==> src/rtl/spim_pkg.sv <==
package spim_pkg;

    localparam int unsigned BITS_PER_WORD = 8;
    localparam logic [2:0]  LAST_BIT      = 3'(BITS_PER_WORD - 1);

    localparam int unsigned CFG_INDEX_W = 3;
    localparam int unsigned CFG_DATA_W  = 8;

    localparam logic [CFG_INDEX_W-1:0] REG_SPI_MODE     = 3'd0;
    localparam logic [CFG_INDEX_W-1:0] REG_LSB_FIRST    = 3'd1;
    localparam logic [CFG_INDEX_W-1:0] REG_READ_LENGTH  = 3'd2;
    localparam logic [CFG_INDEX_W-1:0] REG_WRITE_LENGTH = 3'd3;
    localparam logic [CFG_INDEX_W-1:0] REG_USE_MOSI     = 3'd4;
    localparam logic [CFG_INDEX_W-1:0] REG_USE_MISO     = 3'd5;
    localparam logic [CFG_INDEX_W-1:0] REG_USE_SELECT   = 3'd6;

    localparam logic CMD_START = 1'b0;
    localparam logic CMD_TICK  = 1'b1;

    typedef struct packed {
        logic       command;
        logic       miso_level;
        logic [7:0] tx_byte;
    } cmd_t;

    typedef struct packed {
        logic       sclk;
        logic       mosi;
        logic       mosi_enable;
        logic       select_n;
        logic [7:0] rx_byte;
        logic       rx_valid;
        logic       rx_last;
        logic [7:0] byte_position;
        logic       done_res;
        logic       busy_res;
    } rsp_t;

    typedef struct packed {
        logic [1:0] spi_mode;
        logic       lsb_first;
        logic [7:0] read_length;
        logic [7:0] write_length;
        logic       use_mosi;
        logic       use_miso;
        logic       use_select;
    } cfg_t;

    typedef struct packed {
        logic       active;
        logic [7:0] byte_count;
        logic [2:0] bit_count;
        logic       half_phase;
        logic [7:0] tx_shift;
        logic [7:0] rx_shift;
        logic       clock_level;
        logic       data_level;
        logic       select_level;
    } bus_state_t;

endpackage

==> src/rtl/spim_step.sv <==
module spim_step (
    input  spim_pkg::cfg_t       cfg,
    input  spim_pkg::bus_state_t cur,
    input  spim_pkg::cmd_t       cmd,
    output spim_pkg::bus_state_t nxt,
    output spim_pkg::rsp_t       rsp
);

    logic       cpol;
    logic       cpha;
    logic [7:0] total;
    logic [2:0] pos;
    logic       sample;
    logic       byte_start;

    assign cpol       = cfg.spi_mode[1];
    assign cpha       = cfg.spi_mode[0];
    assign total      = (cfg.read_length > cfg.write_length) ? cfg.read_length
                                                              : cfg.write_length;
    assign byte_start = !cur.half_phase && (cur.bit_count == 3'd0);
    assign pos        = cfg.lsb_first ? cur.bit_count : (spim_pkg::LAST_BIT - cur.bit_count);

    always_comb
    begin
        nxt                = cur;
        sample             = 1'b0;
        rsp.rx_byte        = 8'd0;
        rsp.rx_valid       = 1'b0;
        rsp.rx_last        = 1'b0;
        rsp.done_res       = 1'b0;
        rsp.byte_position  = cur.byte_count;

        if (cmd.command == spim_pkg::CMD_START)
        begin
            nxt.active      = 1'b1;
            nxt.byte_count  = 8'd0;
            nxt.bit_count   = 3'd0;
            nxt.half_phase  = 1'b0;
            nxt.rx_shift    = 8'd0;
            nxt.tx_shift    = 8'd0;
            nxt.clock_level = cpol;
            if (cfg.use_select)
            begin
                nxt.select_level = 1'b0;
            end
            rsp.byte_position = 8'd0;
        end
        else if (cur.active)
        begin
            if (byte_start && (cur.byte_count >= total))
            begin
                // closing tick
                if (cfg.use_select)
                begin
                    nxt.select_level = 1'b1;
                end
                nxt.active   = 1'b0;
                rsp.done_res = 1'b1;
            end
            else
            begin
                if (byte_start)
                begin
                    nxt.tx_shift = (cur.byte_count < cfg.write_length) ? cmd.tx_byte : 8'd0;
                    nxt.rx_shift = 8'd0;
                end
                if (!cur.half_phase)
                begin
                    if (cfg.use_mosi)
                    begin
                        nxt.data_level = nxt.tx_shift[pos];
                    end
                    nxt.clock_level = !cpol;
                    sample          = !cpha;
                end
                else
                begin
                    nxt.clock_level = cpol;
                    sample          = cpha;
                end
                if (sample && cfg.use_miso)
                begin
                    nxt.rx_shift[pos] = cmd.miso_level;
                end
                if (cur.half_phase)
                begin
                    if (cur.bit_count >= spim_pkg::LAST_BIT)
                    begin
                        nxt.bit_count = 3'd0;
                        if (cur.byte_count < cfg.read_length)
                        begin
                            rsp.rx_valid = 1'b1;
                            rsp.rx_byte  = nxt.rx_shift;
                            rsp.rx_last  = ({1'b0, cur.byte_count} + 9'd1)
                                           == {1'b0, cfg.read_length};
                        end
                        nxt.byte_count = cur.byte_count + 8'd1;
                    end
                    else
                    begin
                        nxt.bit_count = cur.bit_count + 3'd1;
                    end
                end
                nxt.half_phase = !cur.half_phase;
            end
        end

        rsp.sclk        = nxt.clock_level;
        rsp.mosi        = nxt.data_level;
        rsp.mosi_enable = nxt.active && cfg.use_mosi;
        rsp.select_n    = nxt.select_level;
        rsp.busy_res    = nxt.active;
    end

endmodule

==> src/rtl/spi_master_four_mode.sv <==
// channel | direction | payload       | transfer when
// cmd     | in        | spim_pkg::cmd_t | cmd_valid && !cmd_stall
// rsp     | out       | spim_pkg::rsp_t | rsp_valid && !rsp_stall
// cfg     | in        | cfg_index/data  | cfg_write
//
// every command gives one response, registered in the output buffer
// one command per cycle while cmd_stall is low; the bus state update is a single pass between registers
// a two-entry output buffer lets a command in while one response waits
// cmd_stall rises only when both output entries are full
// reset: select high, clock and data low, idle; modes 0, msb first, all lines used
module spi_master_four_mode (
    input  logic                                clk,
    input  logic                                rst_n,
    input  logic                                cmd_valid,
    output logic                                cmd_stall,
    input  spim_pkg::cmd_t                      cmd_data,
    output logic                                rsp_valid,
    input  logic                                rsp_stall,
    output spim_pkg::rsp_t                      rsp_data,
    input  logic                                cfg_write,
    input  logic [spim_pkg::CFG_INDEX_W-1:0]    cfg_index,
    input  logic [spim_pkg::CFG_DATA_W-1:0]     cfg_data
);

    spim_pkg::cfg_t       cfg_reg;
    spim_pkg::bus_state_t state_reg;
    spim_pkg::bus_state_t state_next;
    spim_pkg::rsp_t       step_rsp;

    spim_pkg::rsp_t       main_reg;
    spim_pkg::rsp_t       main_next;
    logic                 main_valid_reg;
    logic                 main_valid_next;
    spim_pkg::rsp_t       skid_reg;
    spim_pkg::rsp_t       skid_next;
    logic                 skid_valid_reg;
    logic                 skid_valid_next;

    logic accept;
    logic take;

    assign cmd_stall = skid_valid_reg;
    assign accept    = cmd_valid && !skid_valid_reg;
    assign take      = main_valid_reg && !rsp_stall;
    assign rsp_valid = main_valid_reg;
    assign rsp_data  = main_reg;

    always_ff @(posedge clk or negedge rst_n)
    begin
        if (!rst_n)
        begin
            cfg_reg <= '{spi_mode: 2'd0, lsb_first: 1'b0, read_length: 8'd0,
                         write_length: 8'd0, use_mosi: 1'b1, use_miso: 1'b1,
                         use_select: 1'b1};
        end
        else if (cfg_write)
        begin
            case (cfg_index)
                spim_pkg::REG_SPI_MODE:     cfg_reg.spi_mode     <= cfg_data[1:0];
                spim_pkg::REG_LSB_FIRST:    cfg_reg.lsb_first    <= cfg_data[0];
                spim_pkg::REG_READ_LENGTH:  cfg_reg.read_length  <= cfg_data[7:0];
                spim_pkg::REG_WRITE_LENGTH: cfg_reg.write_length <= cfg_data[7:0];
                spim_pkg::REG_USE_MOSI:     cfg_reg.use_mosi     <= cfg_data[0];
                spim_pkg::REG_USE_MISO:     cfg_reg.use_miso     <= cfg_data[0];
                spim_pkg::REG_USE_SELECT:   cfg_reg.use_select   <= cfg_data[0];
                default:                    cfg_reg              <= cfg_reg;
            endcase
        end
    end

    spim_step u_step (
        .cfg (cfg_reg),
        .cur (state_reg),
        .cmd (cmd_data),
        .nxt (state_next),
        .rsp (step_rsp)
    );

    always_ff @(posedge clk or negedge rst_n)
    begin
        if (!rst_n)
        begin
            state_reg <= '{active: 1'b0, byte_count: 8'd0, bit_count: 3'd0,
                           half_phase: 1'b0, tx_shift: 8'd0, rx_shift: 8'd0,
                           clock_level: 1'b0, data_level: 1'b0, select_level: 1'b1};
        end
        else if (accept)
        begin
            state_reg <= state_next;
        end
    end

    // output buffer: main entry drives the port, skid catches one extra response
    always_comb
    begin
        main_next       = main_reg;
        main_valid_next = main_valid_reg;
        skid_next       = skid_reg;
        skid_valid_next = skid_valid_reg;

        if (!main_valid_reg || take)
        begin
            if (skid_valid_reg)
            begin
                main_next       = skid_reg;
                main_valid_next = 1'b1;
                skid_valid_next = 1'b0;
            end
            else
            begin
                main_next       = step_rsp;
                main_valid_next = accept;
            end
        end
        else if (accept)
        begin
            skid_next       = step_rsp;
            skid_valid_next = 1'b1;
        end
    end

    always_ff @(posedge clk or negedge rst_n)
    begin
        if (!rst_n)
        begin
            main_valid_reg <= 1'b0;
            skid_valid_reg <= 1'b0;
        end
        else
        begin
            main_valid_reg <= main_valid_next;
            skid_valid_reg <= skid_valid_next;
        end
    end

    always_ff @(posedge clk)
    begin
        main_reg <= main_next;
        skid_reg <= skid_next;
    end

endmodule

==> config.mk <==
export PLATFORM = sky130hd
export DESIGN_NAME = spi_master_four_mode
export DESIGN_NICKNAME = d
export VERILOG_FILES = /design/src/rtl/spim_pkg.sv /design/src/rtl/spim_step.sv /design/src/rtl/spi_master_four_mode.sv
export SDC_FILE = /design/constraint.sdc
export NUM_CORES = 1
export LEC_CHECK = 0
export ABC_AREA = 1
export BUFFER_PORTS_ARGS = -buffer_cell sky130_fd_sc_hd__buf_2
export CAP_MARGIN = 40
export CORE_MARGIN = 3
export CORE_UTILIZATION = 60
export CTS_BUF_LIST = sky130_fd_sc_hd__clkbuf_8 sky130_fd_sc_hd__clkbuf_16
export CTS_CLUSTER_SIZE = 24
export DETAILED_ROUTE_END_ITERATION = 7
export PLACE_DENSITY = 0.76
export SYNTH_ARGS = -nofsm -noshare
export SYNTH_HDL_FRONTEND = slang
export SYNTH_HIERARCHICAL = 1
export SYNTH_SLANG_ARGS = --single-unit
==> constraint.sdc <==
create_clock -name clk -period 8.5 [get_ports clk]
set_clock_uncertainty 0.15 [all_clocks]
set_input_delay 1.275 -clock clk [delete_from_list [all_inputs] [get_ports clk]]
set_output_delay 1.275 -clock clk [all_outputs]
set_load 0.01 [all_outputs]
## After elaboration in Yosys (flattened, before gate mapping)

Cells that the tools add are included.

- $add $sub $neg: 4
- Bitwise gates (word level): 1
- Reductions and logical operators: 28
- Eq/ne operators: 11
- Mux-type cells: 46
- $lt $le $gt $ge: 7

Operator list:

| kind | count |
|---|---|
| two-way mux 16 bit | 4 |
| two-way mux 10 bit | 6 |
| two-way mux 30 bit | 2 |
| two-way mux 8 bit | 5 |
| two-way mux 32 bit | 1 |
| two-way mux 24 bit | 1 |
| two-way mux 1 bit | 21 |
| less-than comparator 8 bit | 2 |
| AND reduction 2 bit | 8 |
| two-way mux 11 bit | 1 |
| adder 8 x 1 -> 9 bit, second input constant | 1 |
| == test 3 bit, second input constant | 3 |
| == test 9 x 8 -> 1 bit | 1 |
| adder 8 x 1 -> 8 bit, second input constant | 1 |
| bitwise mux 8 bit | 1 |
| >= comparator 8 bit | 1 |
| greater-than comparator 8 bit | 1 |
| logical AND 1 bit | 7 |
| == test 3 x 2 -> 1 bit, second input constant | 2 |
| logical NOT 1 bit | 6 |
| logical NOT 3 bit | 2 |
| two-way mux 3 bit | 2 |
| inequality test 2 x 1 -> 1 bit, second input constant | 3 |
| AND reduction 5 bit | 1 |
| 14 further kinds | 14 |

- Register bits after elaboration: 104
- Output and inout bits: 26
- Word-level logic and storage cells: 135
- Bits of input ports: 26

## Longest topological paths before layout

Gate-level depths: netlist of run 1.

- Word-level depth: 16
- Gate-level depth with buffers: 25
- Depth with buffers taken out: 24

## Hierarchy

The synthesis of run 1 kept the hierarchy.

By module, submodules not included:

| module | instances | cells an instance | area an instance (um^2) | seq. area each (um^2) |
|---|---|---|---|---|
| spi_master_four_mode | 1 | 384 | 4116.4 | 2847.7 |
| spim_step | 1 | 399 | 2165.8 | 0.0 |

## Worst setup path after synthesis of run 1

OpenSTA, ideal clock, no wires.

- Kind: input to register
- From: input rsp_stall
- To: register skid_reg[0] (netlist name) (enable)
- Library setup time: 0.405 ns
- Data required time: 7.945 ns
- Path slack: 4.983 ns
- Stages on the path: 2
- Data arrival time: 2.962 ns
- Buffers on the path: 0
- Cell sequence: nand2_1 nor2_1

- Cells in the longest elaborated chain, start to end: 5

RTL lines:

| element | RTL line | RTL |
|---|---|---|
| from (decl) | spi_master_four_mode.sv:18 | `input logic rsp_stall,` |
| logical NOT 1 bit | spi_master_four_mode.sv:44 | `assign take = main_valid_reg && !rsp_stall;` |
| logical AND 1 bit | spi_master_four_mode.sv:44 |  |
| logical OR 1 bit | spi_master_four_mode.sv:101 | `if (!main_valid_reg \|\| take)` |
| inverter 1 bit (no source line) | - |  |
| AND reduction 2 bit (no source line) | - |  |
| to (signal assigned) | spi_master_four_mode.sv:139 | `skid_reg <= skid_next;` |
| to (decl) | spi_master_four_mode.sv:34 | `spim_pkg::rsp_t skid_reg;` |

Every way passes these cells.
A chain may end at the register's enable or synchronous reset.

## Final worst setup path of run 1

- From: register cfg_reg[18] (netlist name)
- To: register state_reg[5] (netlist name)

- Cells in the longest elaborated chain, start to end: 6

RTL lines:

| element | RTL line | RTL |
|---|---|---|
| from (decl) | spi_master_four_mode.sv:25 | `spim_pkg::cfg_t cfg_reg;` |
| from (signal assigned) | spi_master_four_mode.sv:52 | `cfg_reg <= '{spi_mode: 2'd0, lsb_first: 1'b0, read_length: 8'd0,` |
| from (signal assigned) | spi_master_four_mode.sv:66 | `default: cfg_reg <= cfg_reg;` |
| greater-than comparator 8 bit | spim_step.sv:18 | `assign total = (cfg.read_length > cfg.write_length) ? cfg.read_length` |
| two-way mux 8 bit * | spim_step.sv:18 |  |
| >= comparator 8 bit * | spim_step.sv:50 | `if (byte_start && (cur.byte_count >= total))` |
| logical AND 1 bit * | spim_step.sv:50 |  |
| inequality test 2 bit (no source line) * | - |  |
| AND reduction 3 bit (no source line) * | - |  |
| to (signal assigned) | spi_master_four_mode.sv:83 | `state_reg <= '{active: 1'b0, byte_count: 8'd0, bit_count: 3'd0,` |
| to (signal assigned) | spi_master_four_mode.sv:89 | `state_reg <= state_next;` |
| to (decl) | spi_master_four_mode.sv:26 | `spim_pkg::bus_state_t state_reg;` |

Mark *: on every way between the ends. The rest lies on a longest branch, timed or not.

==> metrics, run 1 <==
Starting Density 63.1%; Synth Cell Area 6280 um2; largest net degree at the start of global routing 58; Multi-input gate area 2910 um2; Arr. time, crit path 4.48 ns; row cnt 36; Hold Buf Count CTS 0; max-slew violations 0; synth warn 6; Ports 52; Synth area leaders edfxtp_1 23%, dfrtp_1 21%, nand2_1 17%, ha_1 7.0%, nand3_1 5.3%; Hold Path Depth 2; worst-path maximum fanout 30; drt pass-1 iters 5; Post-Syn Instances 783; Reg power frac 47.2%; Comb pwr share 31.2%; met3 track demand over resource 3.28%; largest family of logic cells by synthesized area simple AND/OR/NAND/NOR gates; antenna-violating nets left 0; Skew-Pair Late Insertion Delay 0.37 ns; post-synthesis sequential area ratio 45.3%; final setup fails 0; setup total negative slack 0 ns; area grow syn2layout 6.77%; post-synthesis average cell area 8.02 um2; GRT overflow 0; fin area 6710 um2; Register Area 2850 um2; global routing usage on met1 34.4%; Resize count post-CTS 0; PD cells 207 nW/um2; Worst Setup End Kind flop; leakage 0.00331 uW; share of cells above drive strength 1 12.2%; Initial DRC Count 424; Simple-Gate Fraction of Synth Area 28.9%; die height 108 um; Worst slew margin 45.3%; Detailed Route WL 13200 um; busiest metal layer after global routing met2; Startpoint Class flop; full die area 11700 um2; Switching Power 525 uW; Worst EP required 8.66 ns; Post-synth EDFFs 48; routed wire length per instance 13.9 um; Die X 108 um; Post-Synth Adder-Cell Area 6.97%; Yosys reg bits 104; DRC viols 0; fmax 231 MHz; status finished, final reports clean; number of flip-flops in the largest register 32; XOR/XNOR share of the synthesized area 2.33%; VDD IR-drop max 0.115 mV; M2 GR Usage 38.7%; Worst Reg-to-Reg Cells 17; post-synth top area cell edfxtp_1; nets 876; Internal Pwr Total 862 uW; Root Driver clkbuf_8; final core utilization 67.4%; period utilization 50.9%; CORE AREA 9950 um2; share of the synthesized area in the top cell type 22.9%; Routability Congestion 0.859; IO buf count 51; Num CTS Buffers 9; RSZ-0062 raised after global routing false; CTS tree yes; Clock transition at path regs 0.10 ns; via count 5212; Clock Tree Buf Depth 2; Cell Area, Placed 6520 um2; initial antenna violation count 0; CTS HTree Levels 3; vias in the first global route 4850; layout filler cell count 822; HP Class flop to flop; Final min period 4.32 ns; Hold Violations, Final 0; post-DP HPWL 9300 um; Synth cell types 42; post-synthesis mux area share 0%; Worst Max-Slew Pin Slew 0.816 ns; Total Routing Usage GR 24.0%; vias per inst 5.47; first-pass GRT wire length 22600 um; Ant. Diodes 0; Post-CTS Setup Bufs 0; compound-cell area share of the yosys netlist 8.15%; max cap viols 0; Synth Net Count 844; Clk pwr share 21.6%; share of flip-flops with an asynchronous set or reset 53.8%; CTS sink cnt 104; switching portion of total power 37.8%; Post-synth top flop dfrtp_1; Setup CP Type flop to flop
-- logic make-up after synthesis --
group	Yosys count
AOI/OAI and AO/OA	93
xor gates and xnor gates	15
adders and majority gates	35
buffers and inverters	108
DFF	104
and+or+nand+nor	428
-- routing by layer --
metal,part of all wire [%],wire length (um)
met4,0.82,109
met2,47,6230
met5,0,0
met3,5.7,756
met1,46,6130
-- critical path: stages, from the launching register on --
cell     delay, ns
dfrtp_1       0.45
ha_1          0.31
nand2_1       0.07
nor2_1        0.13
nand3_1       0.08
o21ai_1       0.65
o21ai_0       0.19
ha_1          0.34
a21oi_1       0.15
o21a_1        0.16
nand3_1       0.08
nand2_1       0.13
nand2_2       0.15
inv_1         0.63
o21ai_0       0.22
a21oi_2       0.18
nand3_2       0.09
nand2_1       0.10
-- power by group through the flow --
stage / sequential (uW) / combinational, uW / clock [uW]
final: 654 / 432 / 300
after global routing: 664 / 498 / 325
after detailed placement: 663 / 424 / 0
after floorplan: 655 / 338 / 0
after global placement: 663 / 404 / 0
after CTS: 654 / 427 / 306
-- Yosys cell counts (2+ instances only) --
cell	count
xnor2_1	2
o21a_1	2
nand3_2	10
nand3_1	66
buf_6	4
o21ai_1	2
nand2_1	283
o21ai_0	34
inv_2	3
nand3b_1	4
edfxtp_1	48
a21oi_1	37
a31oi_1	8
buf_2	13
nor2_4	2
clkbuf_1	4
dfrtp_1	52
o211ai_1	3
dfstp_2	4
nand4_1	2
nor2_1	52
buf_4	11
ha_1	35
xor2_2	2
inv_1	70
nor3_1	4
xor2_1	11
-- cells in the final DEF, fill, tap and decap left out, types with 3 or more instances in the layout --
cell type and instances:
xor2_1 11, nand3b_1 4, o211ai_1 3, a31oi_1 8, clkbuf_8 9, nor2_1 51
inv_6 5, edfxtp_1 48, nand2_1 283, nor3_1 4, buf_2 51, o21ai_0 34
inv_1 70, nand3_2 10, dfrtp_1 52, inv_2 3, ha_1 35, a21oi_1 37
dfstp_2 4, nand3_1 66
-- worst paths after layout --
| kind | startpoint | to | slack [ns] |
|---|---|---|---|
| setup reg to reg | cfg_reg[18]$_DFFE_PN0P_ | state_reg[5]$_DFFE_PN0P_ | 4.18 |
| hold / removal | cfg_reg[1]$_DFFE_PN1P_ | cfg_reg[1]$_DFFE_PN1P_ | 0.32 |
| max in group asynchronous | rst_n | cfg_reg[17]$_DFFE_PN0P_ | 6.83 |
| setup / recovery | cfg_reg[18]$_DFFE_PN0P_ | state_reg[5]$_DFFE_PN0P_ | 4.18 |
| min in group asynchronous | rst_n | state_reg[3]$_DFFE_PN0P_ | 0.88 |
| hold reg to reg | cfg_reg[1]$_DFFE_PN1P_ | cfg_reg[1]$_DFFE_PN1P_ | 0.32 |
-- metrics by stage --
stage	hold WS, ns	total power (uW)	std cells	worst slack (ns)
final	0.318	1390	953	4.18
after global routing	0.338	1490	953	3.48
after CTS	0.320	1390	953	4.23
after detailed placement	0.306	1090	937	4.26
after global placement	0.301	1070	935	4.43
after floorplan	0.286	994	783	4.98
-- final cells by class --
| type | instances | share of cell area (%) |
|---|---|---|
| clock buffers | 9 | 1.85 |
| well taps | 133 | 2.48 |
| clock inverters | 7 | 0.933 |
| multi-input cells | 571 | 43.4 |
| repair buffers | 55 | 4.66 |
| flip-flops and latches | 104 | 42.5 |
| inverters | 74 | 4.22 |
Power figures use the tool's default switching activity.
==> inputs of run 2 (changes only) <==
clock period = 4.15 ns   (was 8.5 ns; I/O delays follow)
==> run 2 against run 1 <==
Highest routed layer unchanged. Clock power is 100% higher. Setup slack worse by 3.7 ns. Global-route usage is 0.32 points higher. Critical path type unchanged. Sequential share of layout area is 0.17 points lower. Largest cell class unchanged. Sequential cell count stayed put.
==> metrics, run 2 (synthesis results as in run 1) <==
status finished, final reports clean; final setup fails 0 (unchanged); Die X 108 um (unchanged); FF-to-FF setup slack 0.43 ns (-3.75 ns); Root Driver clkbuf_8; routed wire length per instance 14.0 um (+1.1%); Clock transition at path regs 0.11 ns (about the same); Crit Reg-Reg Endpoint state_reg[6]$_DFFE_PN0P_; Initial DRC Count 385 (-9.2%); Switching Power 1080 uW (+110%); CTS HTree Levels 3 (unchanged); Detailed Route WL 13400 um (+1.5%); Final min period 3.72 ns (-0.602 ns); vias per inst 5.46 (about the same); Num CTS Buffers 9 (unchanged); vias in the first global route 4964 (+2.4%); PD cells 424 nW/um2 (+110%); setup total negative slack 0 ns (unchanged); Hold Violations, Final 0 (unchanged); GRT overflow 0 (unchanged); Hold Buf Count CTS 0 (unchanged); antenna-violating nets left 0 (unchanged); leading cell type in the layout, fill and taps excluded nand2_1; full die area 11700 um2 (unchanged); Setup CP Type flop to flop; CP dominant cell by count nand2_1; CTS tree yes; RSZ-0062 raised after global routing false; first-pass GRT wire length 23000 um (+1.7%); Worst Path Buf+Inv 2 (+1); row cnt 36 (unchanged); final core utilization 67.7% (+0.28 points); slowest stage delay, CP 0.47 ns (-0.18 ns); max cap viols 0 (unchanged); switching portion of total power 37.8% (about the same); Starting Density 63.1% (unchanged); most frequent cells in the layout 283 x nand2_1, 69 x inv_1, 66 x nand3_1; Routability Congestion 0.876 (+2.1%); Top delay family on crit path simple AND/OR/NAND/NOR gates; Worst Max-Slew Pin Slew 0.819 ns (+0.00360 ns); Internal Pwr Total 1770 uW (+110%); via count 5230 (+0.35%); Comb pwr share 31.8% (+0.6 points); fmax 269 MHz (+16%); FF-to-FF Start cfg_reg[18]$_DFFE_PN0P_; Reg power frac 47.0% (-0.2 points); share of cells above drive strength 1 12.7% (+0.55 points); VDD IR-drop max 0.250 mV (+120%); slowest stage cell, crit path dfrtp_1; Non-Filler Instances 957 (+0.42%); Ports 52 (unchanged); Clock Tree Buf Depth 2 (unchanged); Worst Reg-to-Reg Cells 21 (+4); CORE AREA 9950 um2 (unchanged); nets 880 (+0.46%); max-slew violations 0 (unchanged); number of flip-flops in the largest register 32 (unchanged); post-DP HPWL 9520 um (+2.3%); Clk pwr share 21.2% (-0.4 points); largest net degree at the start of global routing 58 (unchanged); Worst Setup End Kind flop; Total Routing Usage GR 24.3% (+0.32 points); drt pass-1 iters 5 (unchanged); DRC viols 0 (unchanged); worst-path maximum fanout 16 (-47%); IO buf count 51 (unchanged); Arr. time, crit path 3.84 ns (-0.64 ns); Skew-Pair Late Insertion Delay 0.37 ns (about the same); die height 108 um (unchanged); Worst EP required 4.27 ns (-4.39 ns); period utilization 89.7% (+39 points); initial antenna violation count 0 (unchanged); Startpoint Class flop; Worst slew margin 45.4% (+0.13 points); layout filler cell count 857 (+4.3%); leakage 0.00332 uW (+0.32%); Ant. Diodes 0 (unchanged); Placed Cells 939 (+0.21%); CTS sink cnt 104 (unchanged); area grow syn2layout 7.21%; HP Class input port to async pin; crit-path cells ha_1 > nand2_1 > nor2_1 > nand2_1 > o211ai_1 > o21ai_1 > buf_4 > nand2_1 > o21ai_0 > ha_1 > nand2_1 > nor2_1 > nand4_1 > nand3_1 > nand2_1 > nand2_2 > clkinvlp_4 > nor2_1 > a211oi_2 > nand3_2 > nand2_1
run 2: changes by cell type in the layout (fill, tap and decap cells not counted):
cell        delta
clkinvlp_4     +1
buf_4          +3
clkinv_4       +2
buf_12         +1
inv_1          -1
buf_16         -1
inv_6          -1
run 2: worst max path at each step:
stage	from	to	slack, ns	depth (start not counted)
floorplan	cfg_reg[18]$_DFFE_PN0P_	rsp_data[22]$_DFFE_PP_	0.85	21
global placement	cfg_reg[18]$_DFFE_PN0P_	state_reg[5]$_DFFE_PN0P_	0.41	23
detailed placement	cfg_reg[18]$_DFFE_PN0P_	state_reg[18]$_DFFE_PN0P_	0.23	19
CTS	cfg_reg[18]$_DFFE_PN0P_	state_reg[18]$_DFFE_PN0P_	0.19	23
global route	cfg_reg[18]$_DFFE_PN0P_	state_reg[4]$_DFFE_PN0P_	0.004	20
finish	cfg_reg[18]$_DFFE_PN0P_	state_reg[6]$_DFFE_PN0P_	0.43	21
run 2: power by group through the flow:
stage	registers (uW)	logic, uW	clock network [uW]
2_1_floorplan	1340	693	0
3_3_place_gp	1360	831	0
3_5_place_dp	1360	877	0
4_1_cts	1340	881	617
5_1_grt	1360	1040	660
6_report	1340	908	605
run 2: per-layer routing:
metal	vias up	GRT usage, %	share of wire, %
met5	-	0	0
met4	0	7.57	1.7
met3	22	2.69	6.7
met2	208	39.0	46
met1	2387	35.0	46
li1	2613	-	-
run 2: through the flow:
step / worst slack, ns / power (uW) / hold WS [ns] / area [um2]
floorplan: 0.849 / 2040 / 0.177 / 6280
global placement: 0.407 / 2190 / 0.301 / 6490
detailed placement: 0.225 / 2240 / 0.306 / 6530
CTS: 0.190 / 2840 / 0.0138 / 6720
global route: 0.00350 / 3060 / 0.0312 / 6740
finish: 0.429 / 2850 / 0.0195 / 6740
run 2: worst register-to-register path, cell delays in order, from the launching register on:
cell and delay (ns):
dfrtp_1 0.47, ha_1 0.33, nand2_1 0.08, nor2_1 0.16
nand2_1 0.07, o211ai_1 0.09, o21ai_1 0.09, buf_4 0.18
nand2_1 0.07, o21ai_0 0.09, ha_1 0.31, nand2_1 0.07
nor2_1 0.15, nand4_1 0.10, nand3_1 0.10, nand2_1 0.10
nand2_2 0.24, clkinvlp_4 0.35, nor2_1 0.21, a211oi_2 0.06
nand3_2 0.08, nand2_1 0.07
run 2: timing repair:
item	in CTS	in global routing
endpoints found under the setup margin	0	15
gates resized for setup	0	2
setup buffers	0	1
run 2: layout make-up:
cell class                      instances  area [um2]  share of cell area (%)
Clock inverter                          7        63.8                   0.947
Clock buffer                            9         124                    1.84
Tap cell                              133         166                    2.47
Timing Repair Buffer                   58         328                    4.87
Multi-Input combinational cell        571        2910                    43.2
Sequential cell                       104        2850                    42.3
Timing Repair inverter                  1        7.51                   0.111
Inverter                               74         287                    4.25
==> inputs of run 3 (changes only) <==
CELL_PAD_IN_SITES_DETAIL_PLACEMENT = 1   (was default)
CELL_PAD_IN_SITES_GLOBAL_PLACEMENT = 1   (was default)
CORE_UTILIZATION = 45   (was 60)
==> run 3 against run 2 <==
Via count grew 2.2%. Clock-buffer cell count is the same. First-iteration DRC count shrank 38%. Maximum frequency shrank 1.3%. Die area grew 31%. Sequential share of layout area shrank 1.3 points. Hold slack gained 0.077 ns. Critical endpoint is now state_reg[9]$_DFFE_PN0P_. Sequential power is essentially flat. Largest cell class unchanged.
==> metrics, run 3 (synthesis results as in run 1) <==
status finished, final reports clean; Worst setup startpoint cfg_reg[18]$_DFFE_PN0P_; Comb pwr share 30.1% (-1.7 points); Skew-Pair Late Insertion Delay 0.36 ns (about the same); first-pass GRT wire length 27300 um (+19%); global routing usage on met1 30.6% (-4.4 points); die height 124 um (+15%); largest net degree at the start of global routing 58 (unchanged); CORE AREA 13500 um2 (+35%); Setup CP Type flop to flop; IO buf count 51 (unchanged); M2 GR Usage 37.5% (-1.5 points); drt pass-1 iters 5 (unchanged); fmax 265 MHz (-1.3%); CTS HTree Levels 3 (unchanged); Routability Congestion 0.814 (-7.2%); Clock transition at path regs 0.08 ns (-0.03 ns); max-slew violations 0 (unchanged); final setup fails 0 (unchanged); busiest metal layer after global routing met2; Total Routing Usage GR 22.4% (-1.9 points); PD cells 458 nW/um2 (+8.1%); leakage 0.00339 uW (+2.1%); routed wire length per instance 16.5 um (+17%); share of cells above drive strength 1 13.2% (+0.44 points); Worst Max-Slew Pin Slew 0.863 ns (+0.0437 ns); CTS tree yes; Hold Buf Count CTS 0 (unchanged); Final min period 3.77 ns (+0.0505 ns); max cap viols 0 (unchanged); switching portion of total power 37.6% (-0.20 points); area grow syn2layout 10.6%; FF-to-FF Start cfg_reg[18]$_DFFE_PN0P_; full die area 15400 um2 (+31%); Switching Power 1200 uW (+11%); row cnt 42 (+17%); GRT overflow 0 (unchanged); CTS sink cnt 104 (unchanged); VDD IR-drop max 0.207 mV (-17%); final core utilization 51.6% (-16 points); number of flip-flops in the largest register 32 (unchanged); Num CTS Buffers 9 (unchanged); antenna-violating nets left 0 (unchanged); Root Driver clkbuf_16; initial antenna violation count 0 (unchanged); vias in the first global route 5503 (+11%); Hold Violations, Final 0 (unchanged); Worst Setup End Kind flop; Clock Tree Buf Depth 2 (unchanged); period utilization 90.9% (+1.2 points); worst-path maximum fanout 16 (unchanged); Starting Density 46.7% (-16 points); HP Class input port to async pin; leading cell type in the layout, fill and taps excluded nand2_1; Worst slew margin 42.5% (-2.9 points); post-DP HPWL 11700 um (+23%); Worst EP required 4.30 ns (+0.03 ns); Internal Pwr Total 1990 uW (+12%); most frequent cells in the layout 283 x nand2_1, 69 x inv_1, 66 x nand3_1; Detailed Route WL 16500 um (+23%); Clk pwr share 27.5% (+6.3 points); Setup WS post-layout 0.379 ns (-0.0505 ns); vias per inst 5.33 (-2.5%); Ant. Diodes 0 (unchanged); Arr. time, crit path 3.92 ns (+0.08 ns); Ports 52 (unchanged); Placed Cells 984 (+4.8%); met3 track demand over resource 2.77% (+0.084 points); Startpoint Class flop; nets 883 (+0.34%); Die X 124 um (+15%); Initial DRC Count 239 (-38%); Placement Setup Slack 0.175 ns (-0.0507 ns); Reg power frac 42.4% (-4.6 points); Non-Filler Instances 1003 (+4.8%); DRC viols 0 (unchanged); via count 5346 (+2.2%)
## run 3: cell types whose count changed in the layout (fill, tap and decap cells not counted)
cell and change:
nand2_2 -1, clkbuf_8 -9, clkinv_1 -1, buf_12 -1, nand2_4 +1, clkinv_8 +2, clkinvlp_4 +1, clkbuf_16 +9
inv_6 +1, buf_16 +1, clkinv_4 -2, buf_4 +2
## run 3: per-layer routing
metal,wire (um),vias up,share of wire (%)
li1,-,2622,-
met4,227,0,1.4
met1,7790,2609,47
met2,7920,100,48
met3,580,15,3.5
met5,0,-,0
## run 3: metrics by stage
stage	power [uW]	instance area, um2	TNS (ns)	hold slack (ns)
finish	3180	6950	0	0.0960
global route	3410	6950	-0.00251	0.119
CTS	3180	6910	0	0.105
detailed placement	2290	6610	0	0.314
global placement	2220	6560	0	0.302
floorplan	2040	6280	0	0.177
## run 3: final cells by class
cell class	count	area (um2)
Timing Repair Buffer	60	350
Clock buffer	9	225
Inverter	74	287
Fill cell	1708	6510
Clock inverter	7	83.8
Tap cell	176	220
Multi-Input combinational cell	571	2920
Sequential cell	104	2850
Timing Repair inverter	2	15.0
## run 3: worst paths after layout
path                                                 end  slack [ns]  depth (start not counted)
worst min register to register    cfg_reg[1]$_DFFE_PN1P_        0.32                          2
max in group asynchronous         cfg_reg[0]$_DFFE_PN1P_        2.90                          3
worst min-delay path            state_reg[9]$_DFFE_PN0P_         0.1                          1
min in group clk                  cfg_reg[1]$_DFFE_PN1P_        0.32                          2
worst max register to register  state_reg[9]$_DFFE_PN0P_        0.38                         21
worst max-delay path            state_reg[9]$_DFFE_PN0P_        0.38                         21
## run 3: power by group through the flow
stage          sequential [uW]  combinational, uW  clock, uW
2_1_floorplan             1340                693          0
3_3_place_gp              1360                860          0
3_5_place_dp              1370                921          0
4_1_cts                   1350                937        896
5_1_grt                   1370               1090        942
6_report                  1350                959        876
## run 3: critical path: stages (launching register included)
cell	delay (ns)
dfrtp_1	0.46
ha_1	0.33
nand2_1	0.07
nor2_1	0.17
nand2_1	0.07
o211ai_1	0.08
o21ai_1	0.08
buf_4	0.18
nand2_1	0.07
o21ai_0	0.09
ha_1	0.31
nand2_1	0.07
nor2_1	0.18
nand4_1	0.12
nand3_1	0.11
nand2_1	0.12
nand2_4	0.21
clkinvlp_4	0.25
buf_4	0.22
a21oi_1	0.18
nand3_2	0.08
nand2_1	0.10
## run 3: repair_timing
action	4_1_cts	5_1_grt
endpoints found under the setup margin	0	15
resized for setup	0	4
buffers inserted	0	1
